===== config.mk =====
export PLATFORM = sky130hd
export DESIGN_NAME = udp_receive_checksum_classifier_core
export DESIGN_NICKNAME = d
export VERILOG_FILES = /design/src/sv/udprc_pkg.sv /design/src/sv/udprc_accum.sv /design/src/sv/udprc_finish.sv /design/src/sv/udp_receive_checksum_classifier_core.sv
export SDC_FILE = /design/constraint.sdc
export NUM_CORES = 1
export LEC_CHECK = 0
export ABC_AREA = 1
export BUFFER_PORTS_ARGS = -buffer_cell sky130_fd_sc_hd__buf_4
export CAP_MARGIN = 20
export CORE_MARGIN = 4
export CORE_UTILIZATION = 43
export CTS_BUF_LIST = sky130_fd_sc_hd__clkbuf_4
export DETAILED_ROUTE_END_ITERATION = 8
export PLACE_DENSITY_LB_ADDON = 0.05
export SYNTH_ARGS = -nofsm -noshare
export SYNTH_HDL_FRONTEND = slang
export SYNTH_SLANG_ARGS = --single-unit

===== constraint.sdc =====
create_clock -name clock -period 12.2 [get_ports clock]
set_input_delay 0.61 -clock clock [delete_from_list [all_inputs] [get_ports clock]]
set_output_delay 0.61 -clock clock [all_outputs]
set_load 0.05 [all_outputs]

===== src/sv/udprc_pkg.sv =====
`default_nettype none
package udprc_pkg;

   // Register indexes of the configuration port
   localparam int unsigned CSR_INDEX_WIDTH = 1;
   localparam logic [CSR_INDEX_WIDTH-1:0] CSR_ECHO_PORT    = 1'b0;
   localparam logic [CSR_INDEX_WIDTH-1:0] CSR_DISCARD_PORT = 1'b1;

   localparam logic [15:0] ECHO_PORT_RESET    = 16'd7;
   localparam logic [15:0] DISCARD_PORT_RESET = 16'd9;

   // Verdict codes
   localparam logic [2:0] VERDICT_ECHO      = 3'd0;
   localparam logic [2:0] VERDICT_DISCARD   = 3'd1;
   localparam logic [2:0] VERDICT_DELIVER   = 3'd2;
   localparam logic [2:0] VERDICT_CSUM_ERR  = 3'd3;
   localparam logic [2:0] VERDICT_TRUNCATED = 3'd4;

   // Byte positions within the stream (addresses start at zero)
   localparam logic [16:0] POS_SRC_PORT = 17'd9;
   localparam logic [16:0] POS_DST_PORT = 17'd11;
   localparam logic [16:0] POS_LENGTH   = 17'd13;
   localparam logic [16:0] POS_CSUM_HI  = 17'd14;
   localparam logic [16:0] POS_CSUM_LO  = 17'd15;
   localparam logic [16:0] POS_HDR_END  = 17'd16;
   localparam logic [16:0] POS_MAX      = 17'h1ffff;
   localparam logic [17:0] ADDR_BYTES   = 18'd8;

   localparam logic [31:0] SUM_RESET = 32'd17;   // protocol number in pseudo header

   typedef struct packed {
      logic [7:0] data_byte;
      logic       last_byte;
   } req_type;

   typedef struct packed {
      logic [2:0]  verdict;
      logic [15:0] source_port;
      logic [15:0] destination_port;
      logic [15:0] udp_length;
      logic [15:0] computed_checksum;
      logic        checksum_present;
   } rsp_type;

   // Finished packet handed from the accumulator to the classifier
   typedef struct packed {
      logic [31:0] sum;
      logic [15:0] sport;
      logic [15:0] dport;
      logic [15:0] length;
      logic [15:0] rx_checksum;
      logic        truncated;
   } fin_type;

endpackage
`default_nettype wire


===== src/sv/udprc_accum.sv =====
`default_nettype none
module udprc_accum (
   input  wire logic              clock,
   input  wire logic              reset,
   input  wire logic              in_valid,
   input  wire udprc_pkg::req_type in_data,
   input  wire logic              fin_take,
   output      logic              in_take,
   output      logic              fin_valid,
   output      udprc_pkg::fin_type fin_data
);

   logic [16:0] pos_ff, pos_in;
   logic [31:0] sum_ff, sum_in;
   logic [7:0]  held_ff, held_in;
   logic [15:0] src_ff, src_in;
   logic [15:0] dst_ff, dst_in;
   logic [15:0] len_ff, len_in;
   logic [15:0] rxc_ff, rxc_in;
   logic        fin_valid_ff, fin_valid_in;
   udprc_pkg::fin_type fin_data_ff;

   logic        odd;
   logic [15:0] word;
   logic [17:0] len_end;
   logic [17:0] count;
   logic        summed;
   logic        use_byte;
   logic [31:0] add_len;
   logic [31:0] add_byte;
   logic        truncated;

   assign in_take = in_valid && (!in_data.last_byte || !fin_valid_ff || fin_take);

   always_comb begin
      odd      = pos_ff[0];
      word     = {held_ff, in_data.data_byte};
      held_in  = odd ? held_ff : in_data.data_byte;
      src_in   = (pos_ff == udprc_pkg::POS_SRC_PORT) ? word : src_ff;
      dst_in   = (pos_ff == udprc_pkg::POS_DST_PORT) ? word : dst_ff;
      len_in   = (pos_ff == udprc_pkg::POS_LENGTH)   ? word : len_ff;
      rxc_in   = (pos_ff == udprc_pkg::POS_CSUM_LO)  ? word : rxc_ff;
      len_end  = {2'b00, len_in} + udprc_pkg::ADDR_BYTES;
      summed   = (pos_ff < udprc_pkg::POS_HDR_END) || ({1'b0, pos_ff} < len_end);
      use_byte = summed && (pos_ff != udprc_pkg::POS_CSUM_HI)
                 && (pos_ff != udprc_pkg::POS_CSUM_LO);
      // length enters the pseudo header as well as the header proper
      add_len  = (pos_ff == udprc_pkg::POS_LENGTH) ? {16'd0, word} : 32'd0;
      add_byte = !use_byte ? 32'd0 :
                 odd       ? {24'd0, in_data.data_byte} :
                             {16'd0, in_data.data_byte, 8'd0};
      sum_in   = sum_ff + add_len + add_byte;
      count    = {1'b0, pos_ff} + 18'd1;
      truncated = (count < {1'b0, udprc_pkg::POS_HDR_END}) || (count < len_end);
      pos_in   = (pos_ff == udprc_pkg::POS_MAX) ? pos_ff : pos_ff + 17'd1;

      if (in_take && in_data.last_byte) begin
         fin_valid_in = 1'b1;
      end else if (fin_take) begin
         fin_valid_in = 1'b0;
      end else begin
         fin_valid_in = fin_valid_ff;
      end
   end

   always_ff @(posedge clock) begin
      if (reset) begin
         pos_ff       <= 17'd0;
         sum_ff       <= udprc_pkg::SUM_RESET;
         held_ff      <= 8'd0;
         src_ff       <= 16'd0;
         dst_ff       <= 16'd0;
         len_ff       <= 16'd0;
         rxc_ff       <= 16'd0;
         fin_valid_ff <= 1'b0;
      end else begin
         fin_valid_ff <= fin_valid_in;
         if (in_take) begin
            if (in_data.last_byte) begin
               // packet done: back to the clear state
               pos_ff  <= 17'd0;
               sum_ff  <= udprc_pkg::SUM_RESET;
               held_ff <= 8'd0;
               src_ff  <= 16'd0;
               dst_ff  <= 16'd0;
               len_ff  <= 16'd0;
               rxc_ff  <= 16'd0;
            end else begin
               pos_ff  <= pos_in;
               sum_ff  <= sum_in;
               held_ff <= held_in;
               src_ff  <= src_in;
               dst_ff  <= dst_in;
               len_ff  <= len_in;
               rxc_ff  <= rxc_in;
            end
         end
      end
   end

   always_ff @(posedge clock) begin
      if (in_take && in_data.last_byte) begin
         fin_data_ff.sum         <= sum_in;
         fin_data_ff.sport       <= src_in;
         fin_data_ff.dport       <= dst_in;
         fin_data_ff.length      <= len_in;
         fin_data_ff.rx_checksum <= rxc_in;
         fin_data_ff.truncated   <= truncated;
      end
   end

   assign fin_valid = fin_valid_ff;
   assign fin_data  = fin_data_ff;

endmodule
`default_nettype wire


===== src/sv/udprc_finish.sv =====
`default_nettype none
module udprc_finish (
   input  wire logic               clock,
   input  wire logic               reset,
   input  wire logic               fin_valid,
   input  wire udprc_pkg::fin_type fin_data,
   input  wire logic [15:0]        echo_port,
   input  wire logic [15:0]        discard_port,
   input  wire logic               rsp_stall,
   output      logic               fin_take,
   output      logic               rsp_valid,
   output      udprc_pkg::rsp_type rsp_data
);

   logic               rsp_valid_ff, rsp_valid_in;
   udprc_pkg::rsp_type rsp_data_ff, rsp_data_in;

   logic [16:0] fold1;
   logic [15:0] fold2;
   logic [15:0] computed;
   logic        present;
   logic        csum_bad;

   assign fin_take = fin_valid && (!rsp_valid_ff || !rsp_stall);

   always_comb begin
      // fold carries twice, then invert
      fold1    = {1'b0, fin_data.sum[31:16]} + {1'b0, fin_data.sum[15:0]};
      fold2    = fold1[15:0] + {15'd0, fold1[16]};
      computed = ~fold2;
      present  = (fin_data.rx_checksum != 16'd0);
      // all ones received stands for a computed zero
      csum_bad = present && (fin_data.rx_checksum != computed)
                 && !((computed == 16'd0) && (fin_data.rx_checksum == 16'hffff));

      rsp_data_in.source_port       = fin_data.sport;
      rsp_data_in.destination_port  = fin_data.dport;
      rsp_data_in.udp_length        = fin_data.length;
      rsp_data_in.checksum_present  = present;
      rsp_data_in.computed_checksum = fin_data.truncated ? 16'd0 : computed;
      if (fin_data.truncated) begin
         rsp_data_in.verdict = udprc_pkg::VERDICT_TRUNCATED;
      end else if (csum_bad) begin
         rsp_data_in.verdict = udprc_pkg::VERDICT_CSUM_ERR;
      end else if (fin_data.dport == echo_port) begin
         rsp_data_in.verdict = udprc_pkg::VERDICT_ECHO;
      end else if (fin_data.dport == discard_port) begin
         rsp_data_in.verdict = udprc_pkg::VERDICT_DISCARD;
      end else begin
         rsp_data_in.verdict = udprc_pkg::VERDICT_DELIVER;
      end

      rsp_valid_in = fin_take || (rsp_valid_ff && rsp_stall);
   end

   always_ff @(posedge clock) begin
      if (reset) begin
         rsp_valid_ff <= 1'b0;
      end else begin
         rsp_valid_ff <= rsp_valid_in;
      end
   end

   always_ff @(posedge clock) begin
      if (fin_take) begin
         rsp_data_ff <= rsp_data_in;
      end
   end

   assign rsp_valid = rsp_valid_ff;
   assign rsp_data  = rsp_data_ff;

endmodule
`default_nettype wire


===== src/sv/udp_receive_checksum_classifier_core.sv =====
// After its last byte, a packet passes the input register and the finished-packet register into the response register.
// Throughput: one byte per cycle while req_stall is low; the running-sum register loops once per byte.
// A finished packet waits in its own register, so bytes keep flowing while a
// response is stalled, until a second finished packet would need that register.
// Reset (synchronous, active high) clears all packet state and sets the port
// registers to echo 7 and discard 9.
`default_nettype none
module udp_receive_checksum_classifier_core (
   input  wire logic                                    clock,
   input  wire logic                                    reset,
   input  wire logic                                    req_valid,
   output      logic                                    req_stall,
   input  wire udprc_pkg::req_type                      req_data,
   output      logic                                    rsp_valid,
   input  wire logic                                    rsp_stall,
   output      udprc_pkg::rsp_type                      rsp_data,
   input  wire logic                                    csr_write,
   input  wire logic [udprc_pkg::CSR_INDEX_WIDTH-1:0]   csr_index,
   input  wire logic [15:0]                             csr_wdata
);

   // Input register: holds one request until the accumulator takes it
   logic               in_valid_ff, in_valid_in;
   udprc_pkg::req_type in_data_ff;

   // Port registers
   logic [15:0] echo_port_ff;
   logic [15:0] discard_port_ff;

   logic               in_take;
   logic               fin_valid;
   logic               fin_take;
   udprc_pkg::fin_type fin_data;

   // Stall only while a held request cannot move on this cycle
   assign req_stall   = in_valid_ff && !in_take;
   assign in_valid_in = req_stall ? in_valid_ff : req_valid;

   always_ff @(posedge clock) begin
      if (reset) begin
         in_valid_ff <= 1'b0;
      end else begin
         in_valid_ff <= in_valid_in;
      end
   end

   always_ff @(posedge clock) begin
      if (req_valid && !req_stall) begin
         in_data_ff <= req_data;
      end
   end

   // Configuration writes must arrive only while the block is idle; the block does not enforce this
   always_ff @(posedge clock) begin
      if (reset) begin
         echo_port_ff    <= udprc_pkg::ECHO_PORT_RESET;
         discard_port_ff <= udprc_pkg::DISCARD_PORT_RESET;
      end else if (csr_write) begin
         unique case (csr_index)
            udprc_pkg::CSR_ECHO_PORT:    echo_port_ff    <= csr_wdata;
            udprc_pkg::CSR_DISCARD_PORT: discard_port_ff <= csr_wdata;
            default: ;
         endcase
      end
   end

   // Accumulate: header capture, running sum, byte count; hand over on last byte
   udprc_accum u_accum (
      .clock     (clock),
      .reset     (reset),
      .in_valid  (in_valid_ff),
      .in_data   (in_data_ff),
      .fin_take  (fin_take),
      .in_take   (in_take),
      .fin_valid (fin_valid),
      .fin_data  (fin_data)
   );

   // Fold, check and classify into the response register
   udprc_finish u_finish (
      .clock        (clock),
      .reset        (reset),
      .fin_valid    (fin_valid),
      .fin_data     (fin_data),
      .echo_port    (echo_port_ff),
      .discard_port (discard_port_ff),
      .rsp_stall    (rsp_stall),
      .fin_take     (fin_take),
      .rsp_valid    (rsp_valid),
      .rsp_data     (rsp_data)
   );

endmodule
`default_nettype wire


-- Yosys cells after proc, flatten, opt, wreduce, memory -nomap -nowiden
Index checks and enable logic that the tools add are counted.
- flip-flop bits (word level): 330
- bits in latches: 0
- bits in writable memories: 0
- bits in read-only memories: 0
- input port bits: 31
- logic and storage cells: 104
- memories kept: 0
- add/subtract/negate cells: 7
- multiply operators: 0
- divide/modulo/power cells: 0
- $lt $le $gt $ge: 4
- equal/unequal tests: 13
- shifts and indexed selects: 0
- muxes and demuxes: 21
- bitwise logic cells: 2
- reduce and logical (&&, ||, !) cells: 31
- operators by type and width (kind ; count):
    16-bit two-way mux ; 10
    17-bit by 4-bit equality test with 1-bit output, second input constant ; 4
    32-bit adder ; 2
    32-bit two-way mux ; 2
    17-bit two-way mux ; 2
    17-bit by 4-bit inequality test with 1-bit output, second input constant ; 2
    16-bit equality test ; 2
    17-bit by 1-bit adder with 18-bit output, second input constant ; 1
    17-bit by 18-bit less-than comparator with 1-bit output ; 1
    18-bit less-than comparator ; 1
    18-bit by 5-bit less-than comparator with 1-bit output, second input constant ; 1
    16-bit by 16-bit adder with 17-bit output ; 1
    16-bit by 4-bit adder with 17-bit output, second input constant ; 1
    17-bit by 1-bit adder with 17-bit output, second input constant ; 1
    17-bit equality test, second input constant ; 1
    17-bit by 5-bit less-than comparator with 1-bit output, second input constant ; 1
    16-bit by 1-bit adder with 16-bit output ; 1
    16-bit equality test, second input constant ; 1
    16-bit zero test ; 1
    8-bit two-way mux ; 2
    16-bit inequality test ; 1
    16-bit NOT ; 1
    16-bit nonzero test ; 1
    1-bit logical AND ; 11
    9 further kinds ; 26

-- Logic depth before layout (Yosys ltp)
Gate-level depths: netlist of run 1.
- depth after elaboration: 10
- depth in mapped cells: 44
- gate-level depth less buffers: 44

-- By module
Synthesis of run 1 repeated with hierarchy kept, for this count alone.
- cell total of the unflattened synthesis: 2086
- area, all modules: 17470.5 um^2
- by module, submodules not included (module ; times used ; cells an instance ; area each (um^2) ; seq. area each (um^2)):
    udprc_accum ; 1 ; 1329 ; 11151.9 ; 5355.1
    udprc_finish ; 1 ; 571 ; 4689.5 ; 2062.0
    udp_receive_checksum_classifier_core ; 1 ; 186 ; 1629.1 ; 930.9

-- Least setup slack after synthesis of run 1
OpenSTA, ideal clock, no wires.
- path kind: register to register
- start point: register u_accum.pos_ff[1]
- end point: register u_accum.sum_ff[29]
- setup time: 0.070 ns
- arrival: 5.587 ns
- slack: 6.543 ns
- cell stages (with the launch flop): 42
- path buffers: 1
- period minus slack after synthesis: 5.657 ns
- cells stage by stage: dfxtp_1 -> inv_1 -> ha_1 -> inv_1 -> nor2_1 -> nand2_2 -> nor2_4 -> nand2_2 -> buf_6 -> nand2_1 -> nand2_2 -> ha_1 -> nand2_1 -> nor2_4 -> nand3_2 -> nor2_1 -> xnor2_1 -> ha_1 -> [6 not listed] -> nand2_4 -> nand2_8 -> nor2_2 -> fa_1 -> ha_1 -> fa_1 -> nand3_1 -> nand2_1 -> a21oi_1 -> o21ai_1 -> a21boi_1 -> o21bai_1 -> a21oi_1 -> nor2_1 -> nand2_1 -> xnor2_1 -> nand2_1 -> a21oi_1
- cells in the longest elaborated chain, start to end: 10
- elaborated cells on any way between the ends: 15
- ends and longest elaborated chain (item ; RTL line ; text):
    start, declared ; udprc_accum.sv:13 ; logic [16:0] pos_ff, pos_in;
    start signal, assigned ; udprc_accum.sv:89 ; pos_ff <= pos_in;
    17-bit by 4-bit equality test with 1-bit output ; udprc_accum.sv:41 ; len_in = (pos_ff == udprc_pkg::POS_LENGTH) ? word : len_ff;
    16-bit two-way mux ; udprc_accum.sv:41 ;
    net u_accum.len_in[3] ; udprc_accum.sv:18 ; logic [15:0] len_ff, len_in;
    16-bit by 4-bit adder with 17-bit output ; udprc_accum.sv:43 ; len_end = {2'b00, len_in} + udprc_pkg::ADDR_BYTES;
    17-bit by 18-bit less-than comparator with 1-bit output ; udprc_accum.sv:44 ; summed = (pos_ff < udprc_pkg::POS_HDR_END) || ({1'b0, pos_ff} < len_end);
    1-bit logical OR ; udprc_accum.sv:44 ;
    1-bit logical AND ; udprc_accum.sv:45 ; use_byte = summed && (pos_ff != udprc_pkg::POS_CSUM_HI)
    1-bit logical AND ; udprc_accum.sv:46 ; && (pos_ff != udprc_pkg::POS_CSUM_LO);
    32-bit two-way mux ; udprc_accum.sv:49 ; add_byte = !use_byte ? 32'd0 :
    32-bit adder ; udprc_accum.sv:52 ; sum_in = sum_ff + add_len + add_byte;
    net u_accum.sum_in[29] ; udprc_accum.sv:14 ; logic [31:0] sum_ff, sum_in;
    32-bit two-way mux ; udprc_accum.sv:79 ; if (in_data.last_byte) begin
    end signal, assigned ; udprc_accum.sv:69 ; sum_ff <= udprc_pkg::SUM_RESET;
    end signal, assigned ; udprc_accum.sv:82 ; sum_ff <= udprc_pkg::SUM_RESET;
    end signal, assigned ; udprc_accum.sv:90 ; sum_ff <= sum_in;
    end, declared ; udprc_accum.sv:14 ;
The timed path passes the listed nets, and every way through them passes these cells.
A chain may end at the register's enable or synchronous reset.

-- Worst setup path in the final report of run 1
- start point: register u_accum.pos_ff[0]
- end point: register u_accum.sum_ff[29]
Same word-level chain as after synthesis.

==> flow_metrics.tcl, run 1 <==
set metrics [dict create \
    outcome "complete, no violations" \
    drive_above_1_share_pct 13.6 \
    initial_utilization_pct 43.9 \
    reg2reg_from "u_accum.pos_ff[0]" \
    io_pins 101 \
    finalInstanceArea_sq_mm 0.0198 \
    p_total_mw 2.40 \
    r2r_slack_ns 5.10 \
    htreeDepth 3 \
    critPathCaptureType "flop" \
    die_h_microns 208 \
    cts_resized 0 \
    timing.final.max_slew_violations 0 \
    clock_skew_ns 0.0849 \
    synth_cell_types 44 \
    rr_endpoint "u_accum.sum_ff[29]" \
    clk_latency_ns 0.80 \
    yosys.area_share.simple_pct 25.5 \
    first_pass_iters 6 \
    area_growth_pct 15.6 \
    seq_area_frac_synth_pct 48.8 \
    die-area_sq_mm 0.0431 \
    grt_start_max_net_pins 76 \
    clock_sinks 330 \
    synth_area_leader_cell "edfxtp_1" \
    fin_nets 2352 \
    rows 72 \
    coreArea_sq_mm 0.0390 \
    placedInstanceArea_sq_mm 0.0183 \
    synth-compound-area-share_pct 9.15 \
    grt_pass1_wl_mm 73.2 \
    clock_path_buffers 3 \
    cts_setup_buffers 0 \
    antenna_found_initial 2 \
    layout.cells.non_filler 2837 \
    irDropWorstVdd_uv 63.0 \
    synthFlopType "edfxtp_1" \
    n_fill_cell 3807 \
    drtIter0Drc 1076 \
    cp_slowest_stage_delay_ns 0.74 \
    place_inst 2644 \
    synth_async_sr_flop_share_pct 0 \
    grt_use_total_pct 21.1 \
    crit_end "u_accum.sum_ff[29]" \
    crit_fanout 20 \
    hold_violations 0 \
    place_ws_ns 5.14 \
    synthAdderAreaFrac_pct 6.71 \
    finalCritPeriodShare_pct 58.2 \
    tritoncts "yes" \
    min_path_type "in -> reg" \
    clk_pin_slew_ns 0.07 \
    synth_area_sq_mm 0.0171 \
    synthXorXnorAreaFrac_pct 3.58 \
    maxSlewHeadroom_pct 29.6 \
    cp-start-kind "flop" \
    max_freq_mhz 141 \
    ys_seq_elements 330 \
    grt_pass1_vias 13700 \
    ant_nets 0 \
    gp_congestion 0.912 \
    hold_depth 3 \
    setup-tns-final_ns 0 \
    cts_buffers 90 \
    worstRegToRegCells 39 \
    crit_start "u_accum.pos_ff[0]" \
    cp_data_required_time_ns 12.88 \
    post-dp-hpwl_mm 33.4 \
    synth.area.top_cells "edfxtp_1 31%, dfxtp_1 18%, nand2_1 14%" \
    synth_top_family_by_area "simple AND/OR/NAND/NOR gates" \
    drc 0 \
    wirelength_mm 46.3 \
    synth_warnings 0 \
    rsz0062_at_grt "false" \
    critical_path_arrival_ns 7.78 \
    powerDensity_mw_per_mm2 121 \
    synth_top_area_share_pct 30.5 \
    vias 14400 \
    worst_slack_ns 5.10 \
    crit_type "reg -> reg" \
    cp_slowest_cell "dfxtp_1" \
    via_per_inst 5.07 \
    crit_path_frequent_cell "nand2_1" \
    synthMuxAreaShare_pct 0 \
    portBuffers 100 \
    fin_crit_ns 7.10 \
    synth_fp_nets 2196 \
    wl_per_cell_microns 16.3 \
    p_leak_nw 8.40 \
    worstMarginPinSlew_ns 1.05 \
    root_buffer "clkbuf_4" \
    netlist_instances 2084 \
    synth_area_per_cell_sq_um 8.22 \
    cts_hold_buffers 20 \
    synth-edff-count 174 \
    grt-ovfl-total 0 \
    fp.dieW_microns 208 \
    setup_violations 0 \
    max_cap_viol_count 0 \
]
[metal layers]
layer / global-route usage [%] / vias to the layer above / share of wire [%]
met5: 0 / - / 0
met4: 6.43 / 0 / 2.2
met3: 4.75 / 76 / 5.5
met2: 32.7 / 359 / 45
met1: 29.7 / 6706 / 47
li1: - / 7240 / -
[how the worst min path moves through the flow]
stage | slack [ns] | start | to
after floorplan | 0.40 | u_accum.fin_data[17] | u_finish.rsp_data[17]
after global placement | 0.40 | u_accum.fin_data[52] | u_finish.rsp_data[52]
after detailed placement | 0.40 | u_accum.fin_data[59] | u_finish.rsp_data[59]
after CTS | 0.002 | csr_wdata[2] | echo_port_ff[2]
after global routing | 0.01 | csr_wdata[2] | echo_port_ff[2]
final | 0.09 | csr_wdata[2] | echo_port_ff[2]
[power breakdown]
part           leakage [nW]  total, mW  switching, mW  internal [mW]
clock                 0.718       1.02          0.471          0.550
sequential             2.98       1.21         0.0175           1.19
combinational          4.70      0.172          0.120         0.0516
[critical path, delay by kind of cell (launching register included)]
| kind | cells | cell delay, ns |
|---|---|---|
| AO/OA/AOI/OAI | 7 | 1.52 |
| XOR/XNOR | 2 | 0.36 |
| AND/OR/NAND/NOR | 22 | 2.43 |
| buffers and inverters | 2 | 0.09 |
| flip-flops | 1 | 0.74 |
| adder cells (fa/ha/maj) | 6 | 1.85 |
[kinds of logic after synthesis]
family                   after synthesis
XOR/XNOR                              70
AND/OR/NAND/NOR                     1029
buffers and inverters                278
flip-flops                           330
AO/OA/AOI/OAI                        296
adder cells (fa/ha/maj)               81
[Yosys cell counts (2+ instances only)]
library cell	count
nor2_4	4
xnor2_1	21
or2_2	3
a21oi_1	181
nor3_1	22
ha_1	63
buf_1	3
nand4_1	29
nand2_2	15
nand2_4	3
xor2_1	49
buf_2	2
o22ai_1	2
nor2_2	13
o21bai_1	5
nand3_2	5
nand3b_1	8
a221oi_1	3
dfxtp_1	156
nor4_1	12
a21o_1	2
o21ai_0	87
o21ai_1	5
nand3_1	117
inv_1	204
clkbuf_1	57
fa_1	18
edfxtp_1	174
o21ai_4	3
nor2_1	153
buf_6	4
o211ai_1	3
inv_2	7
nand2_1	641
[stage by stage]
| stage | hold WS [ns] | util [%] |
|---|---|---|
| floorplan | 0.400 | - |
| CTS | 0.00205 | 50.6 |
| global placement | 0.404 | 47.0 |
| detailed placement | 0.405 | 47.0 |
| global route | 0.0148 | 50.7 |
| finish | 0.0894 | 50.7 |
[cell usage in the layout, fill, tap and decap left out, types with 20 or more instances in the layout]
master | netlist | layout
inv_1 | 204 | 203
a21oi_1 | 181 | 180
nor2_1 | 153 | 152
ha_1 | 63 | 63
nand4_1 | 29 | 29
edfxtp_1 | 174 | 174
nor3_1 | 22 | 22
clkbuf_4 | 0 | 134
nand2_1 | 641 | 640
xor2_1 | 49 | 49
buf_4 | 0 | 108
xnor2_1 | 21 | 21
dlygate4sd3_1 | 0 | 20
o21ai_0 | 87 | 87
clkinv_1 | 1 | 24
nand3_1 | 117 | 117
dfxtp_1 | 156 | 156
[cell type report]
type	count	area (sq um)	area share, %
clock buffer	134	1010	5.08
timing repair buffer	130	1050	5.32
tap	518	648	3.27
multi-input combinational	1476	7720	39.0
inverter	212	798	4.03
sequential	330	8350	42.2
clock inverter	35	209	1.06
antenna	2	5.00	0.0253
[sequential cells by signal, indices dropped and copies added (netlist names), 8 cells and up]
| name | flops |
|---|---|
| u_finish.rsp_data | 68 |
| u_accum.len_ff | 16 |
| u_accum.rxc_ff | 16 |
| u_accum.held_ff | 8 |
| echo_port_ff | 16 |
| u_accum.pos_ff | 17 |
| discard_port_ff | 16 |
| u_accum.sum_ff | 32 |
| in_data_ff | 9 |
| u_accum.dst_ff | 16 |
| u_accum.fin_data | 97 |
| u_accum.src_ff | 16 |
Power figures use the tool's default switching activity.
==> run 2: changes to the inputs <==
==> constraint.sdc (replaced) <==
create_clock -name clock -period 5.9 [get_ports clock]
set_input_delay 0.295 -clock clock [delete_from_list [all_inputs] [get_ports clock]]
set_output_delay 0.295 -clock clock [all_outputs]
set_load 0.05 [all_outputs]
==> run 2 against run 1 <==
Effect of this change:
- sequential cell count unchanged
- sequential share of layout area down 2.0 points
- global-route usage is 0.34 points higher
- via count increased by 1.4%
- die area unchanged
- final cell count up 2.1%
- register-to-register slack worse by 5.1 ns
- first-iteration DRC count up 15%
- non-clock buffer count is 68 higher
- setup slack got worse by 5.1 ns
- clock skew is 0.0087 ns higher
==> flow_metrics.tcl, run 2 (synthesis results as in run 1) <==
set metrics [dict create \
    placedInstanceArea_sq_mm 0.0186 \
    cp-start-kind "flop" \
    hold_start "csr_write" \
    cp_slowest_cell "fa_1" \
    rr_endpoint "u_accum.fin_data[90]" \
    clock_skew_ns 0.0936 \
    drtIter0Drc 1241 \
    setup_violations 0 \
    maxSlewHeadroom_pct 24.4 \
    r2r_slack_ns 0.03 \
    min_path_type "in -> reg" \
    portBuffers 100 \
    root_buffer "clkbuf_4" \
    power_switching_mw 1.26 \
    cts_buffers 89 \
    initial_utilization_pct 43.9 \
    clock_sinks 330 \
    fin_crit_ns 5.87 \
    crit_fanout 8 \
    vias 14600 \
    wl_per_cell_microns 16.5 \
    first_pass_iters 5 \
    grt_pass1_vias 13800 \
    via_per_inst 5.04 \
    tritoncts "yes" \
    antenna_found_initial 3 \
    clock_path_buffers 3 \
    irDropWorstVdd_uv 127 \
    die-area_sq_mm 0.0431 \
    fp.dieW_microns 208 \
    outcome "complete, no violations" \
    die_h_microns 208 \
    crit_type "reg -> reg" \
    critical_path_arrival_ns 6.34 \
    cp_data_required_time_ns 6.37 \
    final_common_cell "nand2_1" \
    fin_nets 2419 \
    setup-tns-final_ns 0 \
    p_leak_nw 8.78 \
    hold_violations 0 \
    power_frac_seq_pct 50.7 \
    clk_pin_slew_ns 0.06 \
    drc 0 \
    critPathCaptureType "flop" \
    largest_register_ffs 97 \
    drive_above_1_share_pct 18.7 \
    post-dp-hpwl_mm 33.7 \
    rsz0062_at_grt "true" \
    io_pins 101 \
    hold_depth 5 \
    htreeDepth 3 \
    timing.final.max_slew_violations 0 \
    max_freq_mhz 170 \
    grt_start_max_net_pins 93 \
    ant_nets 0 \
    p_comb_share_pct 7.6 \
    reg2reg_from "u_accum.pos_ff[1]" \
    p_sw_share_pct 25.6 \
    grt_pass1_wl_mm 74.5 \
    crit_path_frequent_cell "nor2_4" \
    max_cap_viol_count 0 \
    grt_use_total_pct 21.4 \
    p_clk_share_pct 41.7 \
    powerDensity_mw_per_mm2 237 \
    finalInstanceArea_sq_mm 0.0208 \
    p_int_mw 3.67 \
    clk_latency_ns 0.80 \
    rows 72 \
    worstRegToRegCells 36 \
    cp_slowest_stage_delay_ns 0.51 \
    gp_congestion 0.933 \
    layout_common_cells "626 x nand2_1, 200 x inv_1, 174 x edfxtp_1" \
    min_to "echo_port_ff[0]" \
    coreArea_sq_mm 0.0390 \
    wirelength_mm 47.9 \
    n_fill_cell 3766 \
    area_growth_pct 21.3 \
    worstMarginPinSlew_ns 1.13 \
    finalCritPeriodShare_pct 99.5 \
    grt-ovfl-total 0 \
]
[run 2: cell count changes in the layout (fill, tap and decap cells not counted), moves of 8 or more]
cell / previous run / this run
nand3_1: 117 / 109
dlygate4sd3_1: 20 / 32
nand2_1: 640 / 626
ha_4: 0 / 8
buf_4: 108 / 163
clkinv_1: 24 / 13
a21oi_1: 180 / 171
ha_1: 63 / 55
[run 2: worst max-delay path, delay by kind of cell, from the launching register on]
kind | cells | cell delay [ns]
DFF | 1 | 0.32
adders and majority gates | 5 | 1.51
AOI/OAI and AO/OA | 6 | 0.99
and+or+nand+nor | 18 | 1.85
buffers and inverters | 5 | 0.58
xor gates and xnor gates | 2 | 0.30
[run 2: power by group through the flow]
stage / Clock, mW / Sequential (mW) / Combinational (mW)
2_1_floorplan: 0 / 2.55 / 0.208
3_5_place_dp: 0 / 2.55 / 0.349
5_1_grt: 2.27 / 2.50 / 0.411
6_report: 2.06 / 2.50 / 0.373
4_1_cts: 2.13 / 2.50 / 0.366
3_3_place_gp: 0 / 2.55 / 0.347
[run 2: how the worst max path moves through the flow]
stage                                 start                   end  slack (ns)  cells after the start
after global placement    u_accum.pos_ff[1]    u_accum.sum_ff[29]        0.05                     39
after floorplan           u_accum.pos_ff[1]    u_accum.sum_ff[29]        0.24                     41
final                     u_accum.pos_ff[1]  u_accum.fin_data[90]        0.03                     36
after global routing      u_accum.pos_ff[0]  u_accum.fin_data[89]       -0.28                     37
after detailed placement  u_accum.pos_ff[1]    u_accum.sum_ff[24]        0.02                     37
after CTS                 u_accum.pos_ff[1]    u_accum.sum_ff[29]       0.003                     38
[run 2: timing repair]
item	in CTS	in global routing
endpoints found under the setup margin	6	41
endpoints found under the hold margin	81	0
buffers inserted	1	24
resized for setup	4	93
pin swaps	1	57
hold buffers	32	0
[run 2: per-stage QoR]
stage,cells,total power [mW],util [%],setup WS (ns),hold WS [ns]
2_1_floorplan,2084,2.76,-,0.243,0.394
3_3_place_gp,2676,2.89,47.6,0.0450,0.401
3_5_place_dp,2677,2.89,47.7,0.0151,0.405
4_1_cts,2872,4.99,51.5,0.00252,0.0617
5_1_grt,2897,5.18,53.2,-0.281,0.122
6_report,2897,4.93,53.2,0.0272,0.137
[run 2: layout make-up]
| class | instances | area [sq um] | share of cell area [%] |
|---|---|---|---|
| Timing Repair Buffer | 198 | 1590 | 7.64 |
| Inverter | 212 | 798 | 3.84 |
| Clock buffer | 141 | 1060 | 5.10 |
| Multi-Input combinational cell | 1476 | 8220 | 39.6 |
| Tap cell | 518 | 648 | 3.12 |
| Antenna cell | 1 | 2.50 | 0.0120 |
| Clock inverter | 21 | 108 | 0.518 |
| Sequential cell | 330 | 8350 | 40.2 |
[run 2: layer usage]
| metal | routed length, microns | up-vias | track usage, % |
|---|---|---|---|
| li1 | - | 7362 | - |
| met1 | 22000 | 6795 | 29.6 |
| met2 | 22400 | 361 | 34.5 |
| met3 | 2560 | 71 | 4.07 |
| met4 | 874 | 0 | 6.29 |
| met5 | 0 | - | 0 |
